`src/rtl/core/ude_pkg.sv`:
```
package ude_pkg;

  // Width of the running character count; output_length shows its low 16 bits.
  localparam int COUNT_BITS = 16;
  localparam int LenW       = 16;
  localparam int CountExtW  = (COUNT_BITS > LenW) ? COUNT_BITS : LenW;

  localparam int FifoDepth = 4;
  localparam int FifoAw    = $clog2(FifoDepth);

  localparam logic [7:0] CharUnderscore = 8'h5F;
  localparam logic [7:0] CharZero       = 8'h30;

  localparam logic [7:0] Ten     = 8'd10;
  localparam logic [7:0] Hundred = 8'd100;

  // One classified input byte as it waits in the queue.
  typedef struct packed {
    logic       esc;       // byte is written out as an escape sequence
    logic [7:0] raw;       // the byte itself, used when it passes through
    logic [1:0] nd_m1;     // number of decimal digits minus one
    logic [3:0] dig0;      // most significant digit
    logic [3:0] dig1;
    logic [3:0] dig2;
    logic       last;      // final byte of the string
  } item_t;

  function automatic logic is_alnum(input logic [7:0] b);
    return (b >= 8'h30 && b <= 8'h39) ||
           (b >= 8'h41 && b <= 8'h5A) ||
           (b >= 8'h61 && b <= 8'h7A);
  endfunction

endpackage

```
`src/rtl/core/ude_front.sv`:
```
module ude_front (
  input  logic [7:0]     byte_i,
  input  logic           last_i,
  output ude_pkg::item_t item_o
);
  import ude_pkg::*;

  logic [1:0]  hund;
  logic [6:0]  rem;
  logic [14:0] prod;
  logic [3:0]  tens;
  logic [3:0]  ones;

  always_comb begin
    if (byte_i >= 8'd200) begin
      hund = 2'd2;
    end else if (byte_i >= Hundred) begin
      hund = 2'd1;
    end else begin
      hund = 2'd0;
    end
    rem  = 7'(byte_i - 8'(hund) * Hundred);
    // Multiplying by 205/2048 gives the exact tens digit for values below 100.
    prod = 15'(rem) * 15'd205;
    tens = prod[14:11];
    ones = 4'(rem - 7'(tens) * 7'(Ten));
  end

  always_comb begin
    item_o.esc  = !is_alnum(byte_i);
    item_o.raw  = byte_i;
    item_o.last = last_i;
    item_o.dig2 = '0;
    if (byte_i < Ten) begin
      item_o.nd_m1 = 2'd0;
      item_o.dig0  = ones;
      item_o.dig1  = '0;
    end else if (byte_i < Hundred) begin
      item_o.nd_m1 = 2'd1;
      item_o.dig0  = tens;
      item_o.dig1  = ones;
    end else begin
      item_o.nd_m1 = 2'd2;
      item_o.dig0  = {2'b00, hund};
      item_o.dig1  = tens;
      item_o.dig2  = ones;
    end
  end

endmodule

```
`src/rtl/core/ude_fifo.sv`:
```
module ude_fifo (
  input  logic           clk_i,
  input  logic           rst_ni,
  input  logic           push_i,
  input  ude_pkg::item_t push_data_i,
  output logic           full_o,
  input  logic           pop_i,
  output ude_pkg::item_t head_o,
  output logic           empty_o
);
  import ude_pkg::*;

  item_t             mem_q [FifoDepth];
  logic [FifoAw-1:0] wr_ptr_q, wr_ptr_d;
  logic [FifoAw-1:0] rd_ptr_q, rd_ptr_d;
  logic [FifoAw:0]   cnt_q, cnt_d;
  logic              do_push, do_pop;

  assign full_o  = (cnt_q == (FifoAw + 1)'(FifoDepth));
  assign empty_o = (cnt_q == '0);
  assign head_o  = mem_q[rd_ptr_q];
  assign do_push = push_i && !full_o;
  assign do_pop  = pop_i && !empty_o;

  always_comb begin
    wr_ptr_d = do_push ? wr_ptr_q + 1'b1 : wr_ptr_q;
    rd_ptr_d = do_pop ? rd_ptr_q + 1'b1 : rd_ptr_q;
    cnt_d    = cnt_q + (FifoAw + 1)'(do_push) - (FifoAw + 1)'(do_pop);
  end

  always_ff @(posedge clk_i or negedge rst_ni) begin
    if (!rst_ni) begin
      wr_ptr_q <= '0;
      rd_ptr_q <= '0;
      cnt_q    <= '0;
    end else begin
      wr_ptr_q <= wr_ptr_d;
      rd_ptr_q <= rd_ptr_d;
      cnt_q    <= cnt_d;
    end
  end

  always_ff @(posedge clk_i) begin
    if (do_push) begin
      mem_q[wr_ptr_q] <= push_data_i;
    end
  end

endmodule

```
`src/rtl/core/ude_back.sv`:
```
module ude_back (
  input  logic                    clk_i,
  input  logic                    rst_ni,
  input  ude_pkg::item_t          head_i,
  input  logic                    empty_i,
  output logic                    pop_o,
  output logic                    valid_o,
  input  logic                    ready_i,
  output logic [7:0]              char_o,
  output logic                    run_last_o,
  output logic                    string_end_o,
  output logic [ude_pkg::LenW-1:0] length_o
);
  import ude_pkg::*;

  logic [1:0]            pos_q, pos_d;
  logic [COUNT_BITS-1:0] count_q, count_d;
  logic                  valid_q, valid_d;
  logic [7:0]            char_q, char_d;
  logic                  run_last_q, run_last_d;
  logic                  str_end_q, str_end_d;
  logic [COUNT_BITS-1:0] len_q, len_d;
  logic [CountExtW-1:0]  len_ext;

  logic                  load;
  logic [COUNT_BITS-1:0] count_inc;
  logic [3:0]            digit;
  logic                  is_end;

  assign load      = !empty_i && (!valid_q || ready_i);
  assign count_inc = (count_q == '1) ? count_q : count_q + 1'b1;

  always_comb begin
    unique case (pos_q)
      2'd1:    digit = head_i.dig0;
      2'd2:    digit = head_i.dig1;
      default: digit = head_i.dig2;
    endcase
    // Position zero of an escape is the underscore; the digits follow.
    if (!head_i.esc) begin
      is_end = 1'b1;
    end else begin
      is_end = (pos_q != 2'd0) && (pos_q - 2'd1 == head_i.nd_m1);
    end
  end

  always_comb begin
    pos_d      = pos_q;
    count_d    = count_q;
    valid_d    = valid_q && !ready_i;
    char_d     = char_q;
    run_last_d = run_last_q;
    str_end_d  = str_end_q;
    len_d      = len_q;
    pop_o      = 1'b0;
    if (load) begin
      valid_d    = 1'b1;
      run_last_d = is_end;
      str_end_d  = is_end && head_i.last;
      len_d      = count_inc;
      if (!head_i.esc) begin
        char_d = head_i.raw;
      end else if (pos_q == 2'd0) begin
        char_d = CharUnderscore;
      end else begin
        char_d = CharZero + 8'(digit);
      end
      if (is_end) begin
        pop_o   = 1'b1;
        pos_d   = 2'd0;
        count_d = head_i.last ? '0 : count_inc;
      end else begin
        pos_d   = pos_q + 2'd1;
        count_d = count_inc;
      end
    end
  end

  always_ff @(posedge clk_i or negedge rst_ni) begin
    if (!rst_ni) begin
      pos_q   <= '0;
      count_q <= '0;
      valid_q <= 1'b0;
    end else begin
      pos_q   <= pos_d;
      count_q <= count_d;
      valid_q <= valid_d;
    end
  end

  always_ff @(posedge clk_i) begin
    char_q     <= char_d;
    run_last_q <= run_last_d;
    str_end_q  <= str_end_d;
    len_q      <= len_d;
  end

  assign len_ext      = CountExtW'(len_q);
  assign valid_o      = valid_q;
  assign char_o       = char_q;
  assign run_last_o   = run_last_q;
  assign string_end_o = str_end_q;
  assign length_o     = len_ext[LenW-1:0];

endmodule

```
`src/rtl/core/underscore_decimal_escaper.sv`:
```
// Escapes a byte string so that only letters, digits and underscores remain.
// Each byte transfer on the slave side yields a run of output transfers: a letter
// or digit passes as one character, any other byte becomes an underscore and its
// unsigned decimal value with no leading zeros, two to four characters in all.
// The emitter produces one character per cycle while the queue holds a byte and no
// character is held back by m_axis_tready; a four-entry queue between the
// classifier and the emitter lets new bytes be taken while a run is still going
// out. tlast marks the last character of each run, tuser the last character of
// the string, and tdata carries a saturating character count that restarts
// after the string's final byte.
module underscore_decimal_escaper (
  input  logic        clk_i,
  input  logic        rst_ni,
  input  logic        s_axis_tvalid,
  output logic        s_axis_tready,
  input  logic [7:0]  s_axis_tdata,   // [7:0] in_byte
  input  logic        s_axis_tlast,   // in_last
  output logic        m_axis_tvalid,
  input  logic        m_axis_tready,
  output logic [23:0] m_axis_tdata,   // [7:0] out_char, [23:8] output_length
  output logic        m_axis_tlast,   // run_last
  output logic        m_axis_tuser    // string_end
);
  import ude_pkg::*;

  item_t            front_item;
  item_t            head;
  logic             fifo_full;
  logic             fifo_empty;
  logic             pop;
  logic [7:0]       out_char;
  logic [LenW-1:0]  out_len;

  ude_front u_front (
    .byte_i (s_axis_tdata),
    .last_i (s_axis_tlast),
    .item_o (front_item)
  );

  ude_fifo u_fifo (
    .clk_i       (clk_i),
    .rst_ni      (rst_ni),
    .push_i      (s_axis_tvalid),
    .push_data_i (front_item),
    .full_o      (fifo_full),
    .pop_i       (pop),
    .head_o      (head),
    .empty_o     (fifo_empty)
  );

  ude_back u_back (
    .clk_i        (clk_i),
    .rst_ni       (rst_ni),
    .head_i       (head),
    .empty_i      (fifo_empty),
    .pop_o        (pop),
    .valid_o      (m_axis_tvalid),
    .ready_i      (m_axis_tready),
    .char_o       (out_char),
    .run_last_o   (m_axis_tlast),
    .string_end_o (m_axis_tuser),
    .length_o     (out_len)
  );

  assign s_axis_tready = !fifo_full;
  assign m_axis_tdata  = {out_len, out_char};

  // The end of a string is always the end of a run.
  assert property (@(posedge clk_i) disable iff (!rst_ni)
    m_axis_tvalid && m_axis_tuser |-> m_axis_tlast)
    else $error("string end flagged inside a run");

  // A character that does not close its run leaves its byte waiting in the queue.
  assert property (@(posedge clk_i) disable iff (!rst_ni)
    m_axis_tvalid && m_axis_tready && !m_axis_tlast |-> !fifo_empty || !$past(rst_ni))
    else $error("run ended without its last character");

  // The emitter only consumes a byte whose run it is closing.
  assert property (@(posedge clk_i) disable iff (!rst_ni)
    pop |=> m_axis_tvalid && m_axis_tlast)
    else $error("queue entry dropped before its run closed");

  // A byte is taken only when the queue has room for it.
  assert property (@(posedge clk_i) disable iff (!rst_ni)
    fifo_full |-> !s_axis_tready)
    else $error("input accepted into a full queue");

endmodule

```
`config.mk`:
```
export PLATFORM = sky130hd
export DESIGN_NAME = underscore_decimal_escaper
export DESIGN_NICKNAME = d
export VERILOG_FILES = /design/src/rtl/core/ude_pkg.sv /design/src/rtl/core/ude_front.sv /design/src/rtl/core/ude_fifo.sv /design/src/rtl/core/ude_back.sv /design/src/rtl/core/underscore_decimal_escaper.sv
export SDC_FILE = /design/constraint.sdc
export NUM_CORES = 1
export LEC_CHECK = 0
export BUFFER_PORTS_ARGS = -buffer_cell sky130_fd_sc_hd__buf_4
export CORE_MARGIN = 5
export CORE_UTILIZATION = 41
export CTS_CLUSTER_SIZE = 25
export DETAILED_ROUTE_END_ITERATION = 8
export SYNTH_ARGS = -nofsm -noshare
export SYNTH_HDL_FRONTEND = slang
export SYNTH_HIERARCHICAL = 1
export SYNTH_SLANG_ARGS = --single-unit
```
`constraint.sdc`:
```
create_clock -name clk_i -period 2.7 [get_ports clk_i]
set_input_delay 0.81 -clock clk_i [delete_from_list [all_inputs] [get_ports clk_i]]
set_output_delay 0.81 -clock clk_i [all_outputs]
set_load 0.005 [all_outputs]
```
# [Word level (Yosys, flattened, before mapping)]
# Memory sizes are Yosys's and may differ from the RTL's.
# Index checks and enable logic that the tools add are counted.
[word_totals] ff_bits=52 mem_bits_rw=96 out_inout_bits=28 in_bits=13 mem_count=1 word_cells=78
[mem_list] name="u_fifo.mem_q" depth=4 width=24 rd=1 rd_clocked_by_memory_dff=0 wr=1 line="ude_fifo.sv:13" text="item_t mem_q [FifoDepth];"
[classes] add_sub_neg=10 n_mux=19 eq_ne=5 mul=3 order_cmp=10 reduce_logical=20
[ops] operator="$mux W16" n=3
[ops] operator="$ge A8 B7 Y1 const B" n=3
[ops] operator="$mux W10" n=2
[ops] operator="$add A16 B1 Y16 const B" n=1
[ops] operator="$eq A16 B16 Y1 const B" n=1
[ops] operator="$le A8 B7 Y1 const B" n=2
[ops] operator="$mux W8" n=2
[ops] operator="$mul A7 B8 Y15 const B" n=1
[ops] operator="$logic_and A1 B1 Y1" n=9
[ops] operator="$ge A8 B6 Y1 const B" n=1
[ops] operator="$ge A8 B8 Y1 const B" n=1
[ops] operator="$le A8 B6 Y1 const B" n=1
[ops] operator="$lt A8 B4 Y1 const B" n=1
[ops] operator="$lt A8 B7 Y1 const B" n=1
[ops] operator="$mux W4" n=2
[ops] operator="$pmux W4 S2" n=1
[ops] operator="$add A6 B4 Y7 const A" n=1
[ops] operator="$mux W1" n=7
[ops] operator="$sub A7 B7 Y7" n=1
[ops] operator="$add A2 B1 Y2 const B" n=3
[ops] operator="$logic_not A1 Y1" n=5
[ops] operator="$mul A2 B5 Y5 const B" n=1
[ops] operator="$mul A4 B3 Y3 const B" n=1
[ops] operator="$mux W2" n=2
[ops] operator="12 further kinds" n=14

# [Longest topological paths before layout]
# Gate-level depths: netlist of run 1.
[depth] depth_word=10 ltp_mapped=30 ltp_nobuf=28

# [Modules after synthesis]
# The synthesis of run 1 kept the hierarchy.
[modules_own_cells] mod="ude_fifo" seq_area_each_um2=3057.9 area_each_um2=3981.3 n_inst=1 cells_per_inst=167
[modules_own_cells] mod="ude_back" seq_area_each_um2=1256.2 area_each_um2=2273.4 n_inst=1 cells_per_inst=209
[modules_own_cells] mod="ude_front" seq_area_each_um2=0.0 area_each_um2=1392.6 n_inst=1 cells_per_inst=169
[modules_own_cells] mod="underscore_decimal_escaper" seq_area_each_um2=0.0 area_each_um2=3.8 n_inst=1 cells_per_inst=1

# [Worst setup path after synthesis of run 1]
# No wires, ideal clock.
[synth_path] path_type="input -> register" startpoint="input s_axis_tdata[4]" endpoint="memory u_fifo/mem_q[0][12] (netlist bit), data pin" path_stages=27 required_time_ns=2.515 t_arrival_ns=6.961 path_buffers=1 setup_time_ns=0.185 path_slack_ns=-4.446 cell_sequence="clkbuf_1 -> o311ai_0 -> nand2_1 -> inv_1 -> ha_1 -> inv_1 -> fa_1 -> o21a_1 -> nor2_1 -> xnor2_1 -> ha_1 -> ha_1 -> fa_1 -> inv_1 -> fa_1 -> inv_1 -> ha_1 -> a211oi_1 -> a211oi_2 -> mux2_1 -> and4_4 -> inv_1 -> ha_1 -> fa_1 -> xnor2_1 -> xnor3_2 -> o22ai_1"
[synth_rtl] element="start: declaration" line="underscore_decimal_escaper.sv:16" text="input logic [7:0] s_axis_tdata,"
[synth_rtl] element="end: declaration" line="ude_fifo.sv:13"

==> results of run 1 <==
==> worst max-delay path, stage by stage <==
cell and delay (ns):
sky130_fd_sc_hd__buf_8 0.11, sky130_fd_sc_hd__o311ai_4 0.35, sky130_fd_sc_hd__nand2_4 0.08, sky130_fd_sc_hd__inv_2 0.07, sky130_fd_sc_hd__ha_4 0.13, sky130_fd_sc_hd__inv_4 0.03, sky130_fd_sc_hd__fa_2 0.33, sky130_fd_sc_hd__o21a_1 0.20
sky130_fd_sc_hd__nor2_4 0.11, sky130_fd_sc_hd__xnor2_2 0.08, sky130_fd_sc_hd__ha_1 0.35, sky130_fd_sc_hd__ha_4 0.23, sky130_fd_sc_hd__fa_1 0.51, sky130_fd_sc_hd__inv_1 0.05, sky130_fd_sc_hd__fa_1 0.47, sky130_fd_sc_hd__inv_1 0.04
sky130_fd_sc_hd__ha_1 0.27, sky130_fd_sc_hd__a211oi_2 0.20, sky130_fd_sc_hd__a211oi_2 0.07, sky130_fd_sc_hd__a31oi_1 0.23, sky130_fd_sc_hd__o21bai_1 0.11, sky130_fd_sc_hd__xnor2_1 0.19, sky130_fd_sc_hd__inv_1 0.09, sky130_fd_sc_hd__fa_2 0.38
sky130_fd_sc_hd__xnor2_2 0.14, sky130_fd_sc_hd__xnor3_2 0.30, sky130_fd_sc_hd__o22ai_4 0.10
==> power by group <==
part	internal [uW]	switching (uW)	total (uW)
Clock	1550	923	2470
Sequential	3600	301	3900
Combinational	3480	3360	6840
==> path summary, 6_finish.rpt <==
path                                                start                              to  depth (start not counted)
hold reg to reg                  u_back/valid_o$_DFF_PN0_        u_back/valid_o$_DFF_PN0_                          2
hold / removal                                     rst_ni   u_back/count_q[1]$_DFFE_PN0P_                          1
max in group asynchronous                          rst_ni  u_fifo/rd_ptr_q[0]$_DFFE_PN0P_                          1
min in group clk_i               u_back/valid_o$_DFF_PN0_        u_back/valid_o$_DFF_PN0_                          2
setup / recovery                          s_axis_tdata[4]   u_fifo/mem_q[3][12]$_DFFE_PP_                         27
setup reg to reg           u_fifo/rd_ptr_q[0]$_DFFE_PN0P_       u_fifo/cnt_q[2]$_DFF_PN0_                         12
==> repair_timing <==
item | 4_1_cts | 5_1_grt
setup endpoints to repair | 46 | 45
pin swaps | 22 | 10
cloned | 0 | 0
gates resized for setup | 39 | 17
setup buffers | 8 | 4
==> layout make-up <==
type | instances | area, um2 | area share [%]
timing repair buffer | 122 | 977 | 10.1
tap | 234 | 293 | 3.02
multi-input combinational | 324 | 3280 | 33.9
clock buffer | 17 | 425 | 4.39
sequential | 148 | 4320 | 44.6
clock inverter | 15 | 203 | 2.09
inverter | 48 | 188 | 1.94
==> cell usage in the layout (no fill, tap or decap), types with 8 or more instances in the layout <==
cell type,instances
sky130_fd_sc_hd__a21oi_1,14
sky130_fd_sc_hd__a31oi_1,9
sky130_fd_sc_hd__buf_4,111
sky130_fd_sc_hd__clkbuf_16,17
sky130_fd_sc_hd__dfrtp_1,25
sky130_fd_sc_hd__edfxtp_1,122
sky130_fd_sc_hd__fa_1,8
sky130_fd_sc_hd__ha_1,41
sky130_fd_sc_hd__inv_1,44
sky130_fd_sc_hd__mux4_2,19
sky130_fd_sc_hd__nand2_1,33
sky130_fd_sc_hd__nor2_1,15
sky130_fd_sc_hd__o21ai_0,13
sky130_fd_sc_hd__xnor2_1,15
==> stage by stage <==
stage	setup WS, ns	hold slack, ns	TNS, ns
after CTS	-3.25	0.306	-130.32
after detailed placement	-3.91	0.507	-159.56
after global routing	-3.51	0.324	-139.98
final	-3.21	0.312	-129.56
after floorplan	-3.65	0.497	-146.43
after global placement	-3.74	0.502	-152.82
==> registers in the layout (all words and copies together), names as in the netlist <==
register and flops:
u_fifo/rd_ptr_q 2, u_back/valid_o 1, u_back/count_q 16, u_fifo/mem_q 96, u_back/char_o 8, u_back/string_end_o 1, u_back/pos_q 2, u_fifo/wr_ptr_q 2
u_back/length_o 16, u_fifo/cnt_q 3, u_back/run_last_o 1
==> routing by layer <==
layer  vias to the layer above  track usage (%)  part of all wire, %
li1                       2271                -                    -
met1                      2385             19.7                   45
met2                        78             25.6                   51
met3                        12             3.45                  3.4
met4                         0             4.05                 0.97
met5                         -                0                    0
==> cell families after synthesis <==
family / after synthesis / share of synthesized area [%]
xor gates and xnor gates: 29 / 3.52
and+or+nand+nor: 121 / 8.96
buffers and inverters: 74 / 5.00
muxes: 28 / 7.95
adders and majority gates: 58 / 10.6
DFF: 148 / 56.4
AOI/OAI and AO/OA: 88 / 7.62
==> summary.txt, run 1 <==
Floorplanning
  – Die area: 21500 um2
  – Die boundary width: 147 um
  – Area of the core: approximately 19000 um2
  – FP Rows: 50
  – Ports placed on the boundary: 41
  – Chip height: approximately 150 um
  – Effective utilization at floorplan: 41.3%

Power and ir drop
  – Total power: between 10000 and 15000 uW
  – Worst voltage drop across the vdd grid: 0.835 mV
  – Leakage power: 0.00388 uW
  – Power per standard cell area: 1370 nW/um2

Synthesis
  – Synth Net Count: 617
  – Area share of the largest cell type after synthesis: 47.9%
  – Main flop type after synthesis: sky130_fd_sc_hd__edfxtp_1
  – Number of distinct standard cells referenced by the synthesized netlist: between 60 and 70
  – Top-count cell post-synth: sky130_fd_sc_hd__edfxtp_1
  – Leading post-synthesis cells by instance count: sky130_fd_sc_hd__edfxtp_1, sky130_fd_sc_hd__inv_1, sky130_fd_sc_hd__ha_1
  – Count of mapped cells out of synthesis: ~550
  – Leading area contributor after synthesis: sky130_fd_sc_hd__edfxtp_1
  – Yosys Warn Count: 6
  – Sequential cell area fraction in the yosys report: a little under three fifths
  – Leading post-synthesis cells by cell area: sky130_fd_sc_hd__edfxtp_1, sky130_fd_sc_hd__dfrtp_1, sky130_fd_sc_hd__ha_1
  – Post-synthesis async set-or-reset flop share: between 10% and 20%
  – Mapped Area: 7650 um2
  – Post-synthesis register bit count: 148
  – Number of enable flip-flop cells after synthesis: between 100 and 150
  – Syn_area_per_cell: 14.0 um2

Drt
  – Vias: 4746
  – Detailed-route DRC error count: 0
  – Routed WL: 15600 um
  – 1st-pass router iterations: 4
  – DRC marker count from the first detailed-route iteration: ~220
  – Vias per std cell: 5.23
  – Antenna Nets Post-Route: 0
  – Average wire per standard cell: 17.2 um

STA
  – Total setup violations reported at the end of the flow: 44
  – Final-report max-slew violation count: 0
  – Achievable frequency: 169 MHz
  – Post-route minimum period: 5.91 ns
  – Setup skew after layout: 0.00869 ns
  – Worst Tran Pin Value: about 0.57 ns
  – Final worst-path cycle share: 219%
  – RSZ-0062 raised after global routing: true
  – Slew margin rel.: 61.6%
  – Hold Vio Cnt, Final: 0
  – Post-route worst setup slack: -3.21 ns

Flow run
  – MaxCap Viol Count: 0

Setup path
  – CP Capture Type: flop
  – Arrival time at the worst endpoint: 6.06 ns
  – Worst-case register-to-register setup slack: approximately 0.020 ns
  – Worst Setup Path Type: in -> reg
  – Worst path required time: 2.85 ns
  – Largest fanout of any net on the critical path: 4
  – Startpoint type of the worst setup path: primary input

GRT
  – Initial antenna violation count: 0
  – Largest net degree at the start of global routing: 42
  – GR Overflow Total: 0
  – Total Routing Usage GR: 15.1%
  – Global-route wire length before repair: 26000 um
  – Number of global-route vias before repair: 5022

Finish
  – Utilization after layout: between 50 and 60%
  – Proportion of layout cells with a drive suffix above 1: between 30% and 40%
  – Post-layout instance area: 9680 um2
  – Antenna diode count: 0
  – Final-stage net count: 732
  – Fill count: between 1.5k and 2k
  – Non-filler instance count after layout: between 900 and 1k
  – Area growth syn-to-layout: 26.5%

Placed design
  – Placed standard-cell area: a little under 9000 um2
  – Post-placement cell count: a little under 900
  – Final weighted congestion of routability-driven global placement: 0.840
  – Number of port buffers: 40
  – Placed wire-length estimate: 11000 um

Clock tree
  – Inserted Clock Buffers: 17
  – Clock latency reported for the late side of the worst-skew pair: 0.41 ns
  – Number of levels the H-tree was split into: 4
  – CTS tree: yes
  – Clock sink total: 148
  – Clock transition at the registers of the reported paths: 0.06 ns
  – Worst-case clock buffer depth: 2
  – Clk Tree Root Cell: sky130_fd_sc_hd__clkbuf_16
  – Cts hold-fix bufs: 0

Outcome
  – Failing checks: setup timing
  – Status: finished with violations

Worst hold path
  – Type of the worst min-delay path: in -> async
Power figures use the tool's default switching activity.
==> inputs of run 2 (changes only) <==
Settings changed: CORE_ASPECT_RATIO from default to 1.1.
==> run 2 against run 1 <==
Net effect: the run still ends with setup timing left; global-route usage is essentially flat; first-iteration DRC count stayed put; clock power about the same; total power shrank 0.23%; sequential share of layout area increased by 0.23 points; clock skew shrank 0.0011 ns; die area barely moved; highest routed layer unchanged; routed wire length shrank 1.6%; sequential power about the same; via count hardly changed; non-clock buffer count fell by 10.
==> summary.txt, run 2 (synthesis results as in run 1) <==
GRT
  – Number of global-route vias before repair: 5084 (was 5022)
  – GR Overflow Total: 0 (unchanged)
  – Initial antenna violation count: 0 (unchanged)
  – Largest net degree at the start of global routing: 42 (unchanged)
  – Global-route wire length before repair: 26000 um (about the same)
  – Total Routing Usage GR: 15.1% (about the same)

Setup path
  – Worst r2r dst: u_fifo/cnt_q[2]$_DFF_PN0_ (unchanged)
  – Arrival time at the worst endpoint: 6.14 ns (was 6.06 ns)
  – CP Capture Type: flop (unchanged)
  – Worst stage delay on the critical path: 0.50 ns (was 0.51 ns)
  – Worst path required time: 2.84 ns (was 2.85 ns)
  – Startpoint type of the worst setup path: primary input (unchanged)
  – Reg2reg start: u_fifo/rd_ptr_q[0]$_DFFE_PN0P_ (unchanged)
  – Worst-case register-to-register setup slack: 0.03 ns (was 0.02 ns)
  – Worst Setup Path Type: in -> reg (unchanged)
  – Master of the slowest instance on the critical path: sky130_fd_sc_hd__fa_1 (unchanged)
  – Largest fanout of any net on the critical path: 4 (unchanged)
  – Cell depth of the worst flop-to-flop path: 12 (unchanged)

STA
  – Final-report max-slew violation count: 0 (unchanged)
  – Post-route worst setup slack: -3.31 ns (was -3.21 ns)
  – Post-route minimum period: 6.01 ns (was 5.91 ns)
  – Smallest hold slack: 0.324 ns (was 0.312 ns)
  – Achievable frequency: 167 MHz (was 169 MHz)
  – Slew margin rel.: 55.9% (was 61.6%)
  – Total setup violations reported at the end of the flow: 44 (unchanged)
  – Setup skew after layout: 0.00754 ns (was 0.00869 ns)
  – Final setup TNS: -131.10 ns (was -129.56 ns)
  – RSZ-0062 raised after global routing: true (unchanged)
  – Hold Vio Cnt, Final: 0 (unchanged)
  – Worst Tran Pin Value: 0.656 ns (was 0.571 ns)
  – Final worst-path cycle share: 222% (was 219%)

Clock tree
  – Clock transition at the registers of the reported paths: 0.06 ns (about the same)
  – Clock latency reported for the late side of the worst-skew pair: 0.41 ns (about the same)
  – Cts hold-fix bufs: 0 (unchanged)
  – Worst-case clock buffer depth: 2 (unchanged)
  – CTS tree: yes (unchanged)
  – Clock sink total: 148 (unchanged)
  – Number of levels the H-tree was split into: 4 (unchanged)
  – Clk Tree Root Cell: sky130_fd_sc_hd__clkbuf_16 (unchanged)
  – Inserted Clock Buffers: 17 (unchanged)

Power and ir drop
  – Leakage power: 0.00383 uW (was 0.00388 uW)
  – Internal power of the cells: 8660 uW (was 8640 uW)
  – Switching share of power: 34.4% (was 34.7%)
  – Worst voltage drop across the vdd grid: 1.26 mV (was 0.835 mV)
  – Clock network fraction of total power: 18.7% (about the same)
  – Power per standard cell area: 1370 nW/um2 (about the same)
  – Switching power: 4530 uW (was 4580 uW)
  – Sequential Power Share: 29.4% (was 29.5%)
  – Proportion of power drawn by combinational gates: 51.9% (was 51.8%)

Drt
  – Vias per std cell: 5.24 (was 5.23)
  – Antenna Nets Post-Route: 0 (unchanged)
  – DRC marker count from the first detailed-route iteration: 219 (unchanged)
  – Routed WL: 15300 um (was 15600 um)
  – 1st-pass router iterations: 4 (unchanged)
  – Detailed-route DRC error count: 0 (unchanged)
  – Vias: 4742 (was 4746)
  – Average wire per standard cell: 17.0 um (was 17.2 um)

Flow run
  – MaxCap Viol Count: 0 (unchanged)

Floorplanning
  – Chip height: 153 um (was 147 um)
  – FP Rows: 52 (was 50)
  – Die area: 21500 um2 (about the same)
  – Die boundary width: 140 um (was 147 um)
  – Effective utilization at floorplan: 41.6% (was 41.3%)
  – Area of the core: 18400 um2 (was 18500 um2)
  – Ports placed on the boundary: 41 (unchanged)

Finish
  – Area growth syn-to-layout: 25.9% (was 26.5%)
  – Antenna diode count: 0 (unchanged)
  – Most common library cell in the layout ignoring fill and taps: sky130_fd_sc_hd__edfxtp_1 (unchanged)
  – Footprint of the flip-flops and latches: 4320 um2 (unchanged)
  – Proportion of layout cells with a drive suffix above 1: 32.2% (was 33.8%)
  – Register bank with the most flops: u_fifo/mem_q (unchanged)
  – Final-stage net count: 722 (was 732)
  – Max FFs per register: 96 (unchanged)
  – Post-layout instance area: 9630 um2 (was 9680 um2)
  – Area of combinational cells with multiple inputs: 3310 um2 (was 3280 um2)
  – Highest-count cells in the layout ignoring fill and taps: sky130_fd_sc_hd__edfxtp_1, sky130_fd_sc_hd__buf_4, sky130_fd_sc_hd__inv_1 (unchanged)
  – Fill count: 1515 (was 1561)

Placed design
  – Placed standard-cell area: 8680 um2 (was 8720 um2)
  – Number of port buffers: 40 (unchanged)
  – Final weighted congestion of routability-driven global placement: 0.806 (was 0.840)
  – Placed wire-length estimate: 10700 um (was 11000 um)

Outcome
  – Status: finished with violations (unchanged)
  – Failing checks: setup timing (unchanged)

Worst hold path
  – Type of the worst min-delay path: in -> async (unchanged)
run 2: changes by cell type in the layout (fill, tap and decap cells not counted), sizes merged:
cell | previous run | this run
bufinv | 4 | 5
clkinvlp | 3 | 1
buf | 122 | 112
clkbuf | 17 | 18
inv | 50 | 48
run 2: metrics by stage:
stage               std cells  util, %  power (uW)  worst slack, ns
floorplan                 546        -        7650            -3.65
global placement          868     47.1        9580            -3.75
detailed placement        868     47.1        9770            -3.87
CTS                       902     51.7       13100            -3.34
global route              905     52.3       14100            -3.55
finish                    905     52.3       13200            -3.31
run 2: layout make-up:
type	count	area share, %
multi-input combinational	324	34.3
timing repair buffer	112	9.38
sequential	148	44.8
clock buffer	18	4.46
inverter	48	1.95
clock inverter	12	1.95
tap	243	3.16
run 2: worst max-delay path, delay by kind of cell:
kind	cells	cell delay [ns]
compound gates	7	1.29
xor+xnor	4	0.87
fa+ha+maj	8	2.58
buf+inv	6	0.40
simple gates	2	0.21
run 2: worst max path at each step:
stage                          from                            end  slack, ns  cells after the start
finish              s_axis_tdata[3]   u_fifo/mem_q[3][8]$_DFFE_PP_      -3.31                     27
global route        s_axis_tdata[3]   u_fifo/mem_q[3][8]$_DFFE_PP_      -3.55                     29
CTS                 s_axis_tdata[3]   u_fifo/mem_q[3][8]$_DFFE_PP_      -3.34                     29
detailed placement  s_axis_tdata[5]   u_fifo/mem_q[2][8]$_DFFE_PP_      -3.87                     29
global placement    s_axis_tdata[5]   u_fifo/mem_q[0][8]$_DFFE_PP_      -3.75                     29
floorplan           s_axis_tdata[4]  u_fifo/mem_q[0][12]$_DFFE_PP_      -3.65                     30
run 2: metal layers:
metal	vias up	track usage, %	wire length [um]
li1	2250	-	-
met1	2405	18.2	6360
met2	74	27.3	8290
met3	13	3.06	535
met4	0	4.66	167
met5	-	0	0
run 2: repair_timing:
| item | in CTS | in global routing |
|---|---|---|
| pin swaps | 29 | 13 |
| resized for setup | 38 | 14 |
| setup endpoints to repair | 46 | 53 |
| setup buffers | 7 | 4 |
| gates cloned | 0 | 0 |
run 2: power by group through the flow:
| stage | registers [uW] | clock network, uW | logic, uW |
|---|---|---|---|
| 2_1_floorplan | 3860 | 0 | 3790 |
| 3_3_place_gp | 3890 | 0 | 5680 |
| 3_5_place_dp | 3930 | 0 | 5840 |
| 4_1_cts | 3890 | 2520 | 6670 |
| 5_1_grt | 3950 | 2620 | 7530 |
| 6_report | 3880 | 2470 | 6840 |
